===== config.mk =====
export PLATFORM = sky130hd
export DESIGN_NAME = pixel_alpha_blend_write
export DESIGN_NICKNAME = d
export VERILOG_FILES = /design/src/sv/pab_pkg.sv /design/src/sv/pixel_alpha_blend_write.sv
export SDC_FILE = /design/constraint.sdc
export NUM_CORES = 2
export LEC_CHECK = 0
export BUFFER_PORTS_ARGS = -buffer_cell sky130_fd_sc_hd__clkbuf_2
export CORE_UTILIZATION = 43
export CTS_CLUSTER_DIAMETER = 30
export CTS_CLUSTER_SIZE = 12
export DETAILED_ROUTE_END_ITERATION = 16
export MAX_ROUTING_LAYER = met4
export PLACE_DENSITY = 0.55
export SETUP_SLACK_MARGIN = 0.4
export SLEW_MARGIN = 5
export SYNTH_ARGS = -nofsm -noshare
export SYNTH_HDL_FRONTEND = slang
export SYNTH_SLANG_ARGS = --single-unit

===== constraint.sdc =====
create_clock -name clk -period 17.05 [get_ports clk]
set_input_delay 0.8525 -clock clk [delete_from_list [all_inputs] [get_ports clk]]
set_output_delay 0.8525 -clock clk [all_outputs]
set_load 0.02 [all_outputs]

===== src/sv/pab_pkg.sv =====
`default_nettype none
// ----------------------------------------------------------------------------
// pab_pkg
// Shared types, register map and arithmetic helpers for the alpha blend
// pixel writer.
// ----------------------------------------------------------------------------
package pab_pkg;

	localparam int MAX_DIM    = 4096;
	localparam int DIM_W      = 13;
	localparam int APB_ADDR_W = 4;
	localparam int APB_DATA_W = 32;

	localparam logic [1:0] REG_PIXEL_FORMAT = 2'd0;
	localparam logic [1:0] REG_FRAME_WIDTH  = 2'd1;
	localparam logic [1:0] REG_FRAME_HEIGHT = 2'd2;

	localparam logic [2:0]       FORMAT_RESET = 3'd0;
	localparam logic [DIM_W-1:0] WIDTH_RESET  = 13'd640;
	localparam logic [DIM_W-1:0] HEIGHT_RESET = 13'd480;

	typedef enum logic [2:0] {
		FMT_RGB24  = 3'd0,
		FMT_BGR24  = 3'd1,
		FMT_RGBX32 = 3'd2,
		FMT_BGRX32 = 3'd3,
		FMT_RGBA32 = 3'd4
	} pix_fmt_t;

	typedef struct packed {
		logic [11:0] pos_x;
		logic [11:0] pos_y;
		logic [7:0]  src_red;
		logic [7:0]  src_green;
		logic [7:0]  src_blue;
		logic [7:0]  src_alpha;
		logic [7:0]  dst_byte0;
		logic [7:0]  dst_byte1;
		logic [7:0]  dst_byte2;
		logic [7:0]  dst_byte3;
	} plot_t;

	typedef struct packed {
		logic [25:0] byte_offset;
		logic        write_enable;
		logic [7:0]  out_byte0;
		logic [7:0]  out_byte1;
		logic [7:0]  out_byte2;
		logic [7:0]  out_byte3;
	} wback_t;

	// floor(n / 255) for a 16-bit value: estimate, then one correction
	function automatic logic [15:0] div255_16(input logic [15:0] n);
		logic [16:0] s;
		logic [8:0]  q0;
		logic [16:0] r;
		s  = 17'(n) + 17'(n >> 8);
		q0 = s[16:8];
		r  = 17'(n) - ({q0, 8'd0} - 17'(q0));
		if (r >= 17'd255) begin
			return 16'(q0) + 16'd1;
		end
		return 16'(q0);
	endfunction

	// floor(n / 255) for a 24-bit value: estimate, then one correction
	function automatic logic [16:0] div255_24(input logic [23:0] n);
		logic [24:0] s;
		logic [16:0] q0;
		logic [24:0] r;
		s  = 25'(n) + 25'(n >> 8) + 25'(n >> 16);
		q0 = s[24:8];
		r  = 25'(n) - ({q0, 8'd0} - 25'(q0));
		if (r >= 25'd255) begin
			return q0 + 17'd1;
		end
		return q0;
	endfunction

endpackage
`default_nettype wire


===== src/sv/pixel_alpha_blend_write.sv =====
`default_nettype none
// ----------------------------------------------------------------------------
// pixel_alpha_blend_write
// Source-over alpha blend of one plotted pixel into a packed destination
// pixel, with the pixel's byte offset in the frame.
// ----------------------------------------------------------------------------
//  channel   direction  handshake                 payload
//  plot      in         plot_valid / plot_ready   plot_t
//  wback     out        wback_valid / wback_ready wback_t
//  config    in         APB write / read          pixel_format, frame_width,
//                                                 frame_height
//
//  One item per clock sustained while wback_ready is high; wback_valid follows
//  acceptance through the four pipeline stages (products, wide products,
//  first divide by 255, second divide and repack).
//  Reset clears the stage valid bits and loads the register defaults.
//  A stall on wback_ready holds each full stage with no empty stage ahead; empty stages still fill.
// ----------------------------------------------------------------------------
module pixel_alpha_blend_write
	import pab_pkg::*;
(
	input  wire logic                  clk,
	input  wire logic                  arst_n,

	input  wire logic                  plot_valid,
	output logic                       plot_ready,
	input  wire plot_t                 plot,

	output logic                       wback_valid,
	input  wire logic                  wback_ready,
	output wback_t                     wback,

	input  wire logic                  psel,
	input  wire logic                  penable,
	input  wire logic                  pwrite,
	input  wire logic [APB_ADDR_W-1:0] paddr,
	input  wire logic [APB_DATA_W-1:0] pwdata,
	output logic [APB_DATA_W-1:0]      prdata,
	output logic                       pready
);

	typedef struct packed {
		logic bgr;
		logic rgba;
		logic xpad;
		logic size4;
		logic drop;
		logic clear;
	} ctl_t;

	// configuration registers
	logic [2:0]       pixel_format_q;
	logic [DIM_W-1:0] frame_width_q;
	logic [DIM_W-1:0] frame_height_q;
	logic             cfg_wr;

	assign pready = 1'b1;
	assign cfg_wr = psel & penable & pwrite;

	always_ff @(posedge clk or negedge arst_n) begin
		if (!arst_n) begin
			pixel_format_q <= FORMAT_RESET;
			frame_width_q  <= WIDTH_RESET;
			frame_height_q <= HEIGHT_RESET;
		end else if (cfg_wr) begin
			unique case (paddr[3:2])
				REG_PIXEL_FORMAT: pixel_format_q <= pwdata[2:0];
				REG_FRAME_WIDTH:  frame_width_q  <= pwdata[DIM_W-1:0];
				REG_FRAME_HEIGHT: frame_height_q <= pwdata[DIM_W-1:0];
				default: ;
			endcase
		end
	end

	always_comb begin
		prdata = '0;
		unique case (paddr[3:2])
			REG_PIXEL_FORMAT: prdata = APB_DATA_W'(pixel_format_q);
			REG_FRAME_WIDTH:  prdata = APB_DATA_W'(frame_width_q);
			REG_FRAME_HEIGHT: prdata = APB_DATA_W'(frame_height_q);
			default:          prdata = '0;
		endcase
	end

	// stage handshake
	logic vld_s1, vld_s2, vld_s3, vld_s4;
	logic adv_s1, adv_s2, adv_s3, adv_s4;

	assign adv_s4     = !vld_s4 || wback_ready;
	assign adv_s3     = !vld_s3 || adv_s4;
	assign adv_s2     = !vld_s2 || adv_s3;
	assign adv_s1     = !vld_s1 || adv_s2;
	assign plot_ready = adv_s1;
	assign wback_valid = vld_s4;

	always_ff @(posedge clk or negedge arst_n) begin
		if (!arst_n) begin
			vld_s1 <= 1'b0;
			vld_s2 <= 1'b0;
			vld_s3 <= 1'b0;
			vld_s4 <= 1'b0;
		end else begin
			if (adv_s1) vld_s1 <= plot_valid;
			if (adv_s2) vld_s2 <= vld_s1;
			if (adv_s3) vld_s3 <= vld_s2;
			if (adv_s4) vld_s4 <= vld_s3;
		end
	end

	// stage 1: decode, unpack, 8x8 products, row base
	logic [DIM_W-1:0] w_eff, h_eff;
	logic             fmt_ok, in_frame;
	ctl_t             ctl_in;
	logic [7:0]       da_in, inv_in;
	logic [7:0]       cs_in [3];
	logic [7:0]       cd_in [3];

	always_comb begin
		w_eff = (frame_width_q > DIM_W'(MAX_DIM)) ? DIM_W'(MAX_DIM) : frame_width_q;
		h_eff = (frame_height_q > DIM_W'(MAX_DIM)) ? DIM_W'(MAX_DIM) : frame_height_q;
		fmt_ok = pixel_format_q <= FMT_RGBA32;
		in_frame = (DIM_W'(plot.pos_x) < w_eff) && (DIM_W'(plot.pos_y) < h_eff);
		ctl_in.bgr   = (pixel_format_q == FMT_BGR24) || (pixel_format_q == FMT_BGRX32);
		ctl_in.rgba  = pixel_format_q == FMT_RGBA32;
		ctl_in.xpad  = (pixel_format_q == FMT_RGBX32) || (pixel_format_q == FMT_BGRX32);
		ctl_in.size4 = pixel_format_q >= FMT_RGBX32;
		ctl_in.drop  = !fmt_ok || !in_frame;
		ctl_in.clear = plot.src_alpha == 8'h00;
		da_in  = ctl_in.rgba ? plot.dst_byte3 : 8'hFF;
		inv_in = 8'hFF - plot.src_alpha;
		cs_in[0] = plot.src_red;
		cs_in[1] = plot.src_green;
		cs_in[2] = plot.src_blue;
		cd_in[0] = ctl_in.bgr ? plot.dst_byte2 : plot.dst_byte0;
		cd_in[1] = plot.dst_byte1;
		cd_in[2] = ctl_in.bgr ? plot.dst_byte0 : plot.dst_byte2;
	end

	ctl_t        ctl_s1;
	logic [7:0]  sa_s1;
	logic [7:0]  cd_s1 [3];
	logic [15:0] ps_s1 [3];
	logic [15:0] dainv_s1;
	logic [24:0] wy_s1;
	logic [11:0] x_s1;

	always_ff @(posedge clk) begin
		if (adv_s1) begin
			ctl_s1   <= ctl_in;
			sa_s1    <= plot.src_alpha;
			dainv_s1 <= 16'(da_in) * 16'(inv_in);
			wy_s1    <= 25'(w_eff) * 25'(plot.pos_y);
			x_s1     <= plot.pos_x;
			for (int i = 0; i < 3; i++) begin
				cd_s1[i] <= cd_in[i];
				ps_s1[i] <= 16'(cs_in[i]) * 16'(plot.src_alpha);
			end
		end
	end

	// stage 2: destination products, source terms, alpha, linear index
	ctl_t        ctl_s2;
	logic [7:0]  qs_s2 [3];
	logic [23:0] pd_s2 [3];
	logic [7:0]  alpha_s2;
	logic [24:0] lin_s2;
	logic [15:0] adiv;

	assign adiv = div255_16(dainv_s1);

	always_ff @(posedge clk) begin
		if (adv_s2) begin
			ctl_s2   <= ctl_s1;
			alpha_s2 <= sa_s1 + adiv[7:0];
			lin_s2   <= wy_s1 + 25'(x_s1);
			for (int i = 0; i < 3; i++) begin
				qs_s2[i] <= 8'(div255_16(ps_s1[i]));
				pd_s2[i] <= 24'(cd_s1[i]) * 24'(dainv_s1);
			end
		end
	end

	// stage 3: first divide of destination terms, byte offset
	ctl_t        ctl_s3;
	logic [7:0]  qs_s3 [3];
	logic [15:0] qd1_s3 [3];
	logic [7:0]  alpha_s3;
	logic [25:0] ofs_s3;
	logic [26:0] ofs_full;

	assign ofs_full = ctl_s2.size4 ? {lin_s2, 2'b00}
	                               : (27'(lin_s2) + {1'b0, lin_s2, 1'b0});

	always_ff @(posedge clk) begin
		if (adv_s3) begin
			ctl_s3   <= ctl_s2;
			alpha_s3 <= alpha_s2;
			ofs_s3   <= ofs_full[25:0];
			for (int i = 0; i < 3; i++) begin
				qs_s3[i]  <= qs_s2[i];
				qd1_s3[i] <= 16'(div255_24(pd_s2[i]));
			end
		end
	end

	// stage 4: second divide, sum, repack
	logic [7:0] chan [3];
	logic [8:0] sum;
	logic [15:0] qd;
	wback_t     res;

	always_comb begin
		for (int i = 0; i < 3; i++) begin
			qd      = div255_16(qd1_s3[i]);
			sum     = 9'(qs_s3[i]) + 9'(qd[7:0]);
			chan[i] = sum[7:0];
		end
		res = '0;
		if (!ctl_s3.drop) begin
			res.byte_offset = ofs_s3;
			if (!ctl_s3.clear) begin
				res.write_enable = 1'b1;
				res.out_byte0    = ctl_s3.bgr ? chan[2] : chan[0];
				res.out_byte1    = chan[1];
				res.out_byte2    = ctl_s3.bgr ? chan[0] : chan[2];
				res.out_byte3    = ctl_s3.rgba ? alpha_s3 : (ctl_s3.xpad ? 8'hFF : 8'h00);
			end
		end
	end

	always_ff @(posedge clk) begin
		if (adv_s4) begin
			wback <= res;
		end
	end

endmodule
`default_nettype wire


==> metrics <==
Syn Std Cell Area=63300 sq um; Vias/cell=between 5 and 6; RSZ-0062 raised after global routing=no; Synth Area per Inst=~9.3 sq um; Critical Path Sink Type=flop; max-cap viol count=0; Place WS=about 8.6 ns; synthesized flop and latch total=around 480; Post-synth top cells=1091 x inv_1, 883 x ha_1, 628 x nand2_1; top-level I/O count=between 200 and 250; Synth area leaders=edfxtp_1 21%, fa_1 18%, ha_1 17%; Starting Density=between 40% and 50%; Critical Path Source Type=flop; antenna violations before repair=4; Area Overhead vs Synth=11.6%; HP Class=in -> async; Top Metal Used=met4; number of port buffers=around 180; Yosys top cell by area=edfxtp_1; Final period util=approximately half; Reg clk slew, reported paths=around 0.05 ns; final hold violations=0; crit path to=wback[31]; gpl congestion=around 0.9; Final WS setup=8.58 ns; reg-to-reg setup timing slack=roughly 8.6 ns; worst r2r dst=wback[31]; postcts setup bufs=0; CTS tree=done; Routed wire per std cell=between 15 and 20 microns; Num Clock Sinks=about 480; die area=~150000 sq um; critical path's largest stage delay=approximately 0.85 ns; worst r2r src=qd1_s3[0][10]; Tot GR Track Use=a little over a fifth; CTS Root Cell=clkbuf_16; Top FF cell, synth=edfxtp_1; max-slew headroom at the worst pin=approximately 17%; CTS Buf Count=roughly 120; Setup TNS Final=0 ns; share of cells above drive strength 1=under 10%; Post-synth ARST share=6.92%; cts hold-fix bufs=0; number of global-route vias before repair=48300; Achievable Freq=118 MHz; H-tree Lvls=3; WP data required=17.58 ns; Cells after DPL=roughly 8800; post-route DRC violation count=0; routed length on met2=between 70000 and 80000 microns; die height=386 microns; global-route wire length before repair=251000 microns; Critical Path Slowest Stage Cell=o21ai_0; Synth Instances=6818; Synth top area share=between 20% and 30%; worst slew pin tran=between 1 and 1.5 ns; global route overflow=0; pin count of the biggest net entering global routing=66; Final Skew=a little over 0.08 ns; drt initial violations=between 2000 and 2500; remaining antenna violation count=0; fin crit period=roughly 8.5 ns; Netlist cell types=94; CTS resizes=0; Non-Filler Instances=about 9000; routed vias=roughly 48000; Seq/Total Area, Yosys=roughly 22%; row count=140; Worst-Skew Late Latency=roughly 0.76 ns; Die W=around 390 microns; minimum hold slack=0.183 ns; Detailed Place HPWL=approximately 120000 microns; most frequent CP cell=a21oi_1; r2r worst-path depth=33; most common cell in the netlist=inv_1; yosys warns=0; final wirelength=153000 microns; CTS max path bufs=3; crit path DAT=about 9.0 ns; number of enable flip-flop cells after synthesis=around 440; Met1 Wirelength=roughly 72000 microns; 1st-pass router iterations=5; crit path from=qd1_s3[0][10]; CP Class=reg -> reg; Net count, final=between 8000 and 9000; status=finished, final reports clean; met3 WL=slightly below 6000 microns; Setup Viol. Count Final=0; CORE AREA=approximately 150000 sq um; Final Max Tran Viols=0; crit path max fanout=7
sequential cells by signal, summed over array words and instances, names as in the netlist, 16 cells and up:
register	cells
pd_s2	72
wback	59
ps_s1	48
qd1_s3	48
ofs_s3	26
lin_s2	25
wy_s1	25
cd_s1	24
qs_s2	24
qs_s3	24
dainv_s1	16
per-stage QoR:
stage,area [sq um],util (%)
after floorplan,63400,-
after global placement,66200,45.4
after detailed placement,66200,45.4
after CTS,70600,48.4
after global routing,70600,48.4
final,70600,48.4
critical path: cells and delay by family, from the launching register on:
| family | cells | cell delay [ns] |
|---|---|---|
| fa+ha+maj | 5 | 1.83 |
| xor+xnor | 2 | 0.30 |
| buf+inv | 2 | 0.12 |
| simple gates | 8 | 1.65 |
| compound gates | 16 | 3.87 |
| flops | 1 | 0.50 |
cells by family (layout without fill, tap and decap cells):
| logic type | after synthesis | after routing | synth area share [%] |
|---|---|---|---|
| AND/OR/NAND/NOR | 2077 | 2077 | 16.6 |
| adder cells (fa/ha/maj) | 1443 | 1443 | 35.2 |
| buffers and inverters | 1283 | 1544 | 7.75 |
| AO/OA/AOI/OAI | 1004 | 1004 | 10.4 |
| flip-flops | 477 | 477 | 22.4 |
| XOR/XNOR | 453 | 453 | 6.33 |
| multiplexers | 79 | 79 | 1.35 |
| other | 2 | 24 | 0.0119 |
area by class of cell:
class / instances / area, sq um
well taps: 1917 / 2400
multi-input cells: 5076 / 44300
clock buffers: 129 / 3020
repair buffers: 225 / 1230
inverters: 1092 / 4100
diodes: 4 / 10.0
fillers: 13800 / 75300
clock inverters: 98 / 1380
flip-flops and latches: 477 / 14200
worst min-delay path by stage:
stage                 from            endpoint  slack, ns  cells after the start
6_report            arst_n  frame_height_q[10]       0.18                      1
5_1_grt             arst_n   frame_width_q[11]       0.25                      1
4_1_cts             arst_n   frame_height_q[9]       0.16                      1
3_5_place_dp     ctl_s2[4]           ctl_s3[4]       0.41                      0
3_3_place_gp   qs_s2[0][3]         qs_s3[0][3]       0.40                      0
2_1_floorplan  alpha_s2[0]         alpha_s3[0]       0.40                      0
layer usage:
metal / vias up / track usage [%]
met5: - / -
met4: 0 / 4.90
met3: 163 / 2.55
met2: 802 / 35.6
met1: 23300 / 28.3
li1: 23300 / -
layout by cell type (no fill, tap or decap), types with 119 or more instances in the layout:
master,instances
ha_1,883
nor2_1,318
clkbuf_16,119
clkbuf_2,183
a21oi_1,279
nand2_1,627
o21ai_0,213
nor3_1,120
xnor2_1,357
and2_1,387
fa_1,560
inv_1,1090
edfxtp_1,444
Power is not shown: default switching activity piles up to over one toggle a cycle in this logic, so the estimate is an artifact.
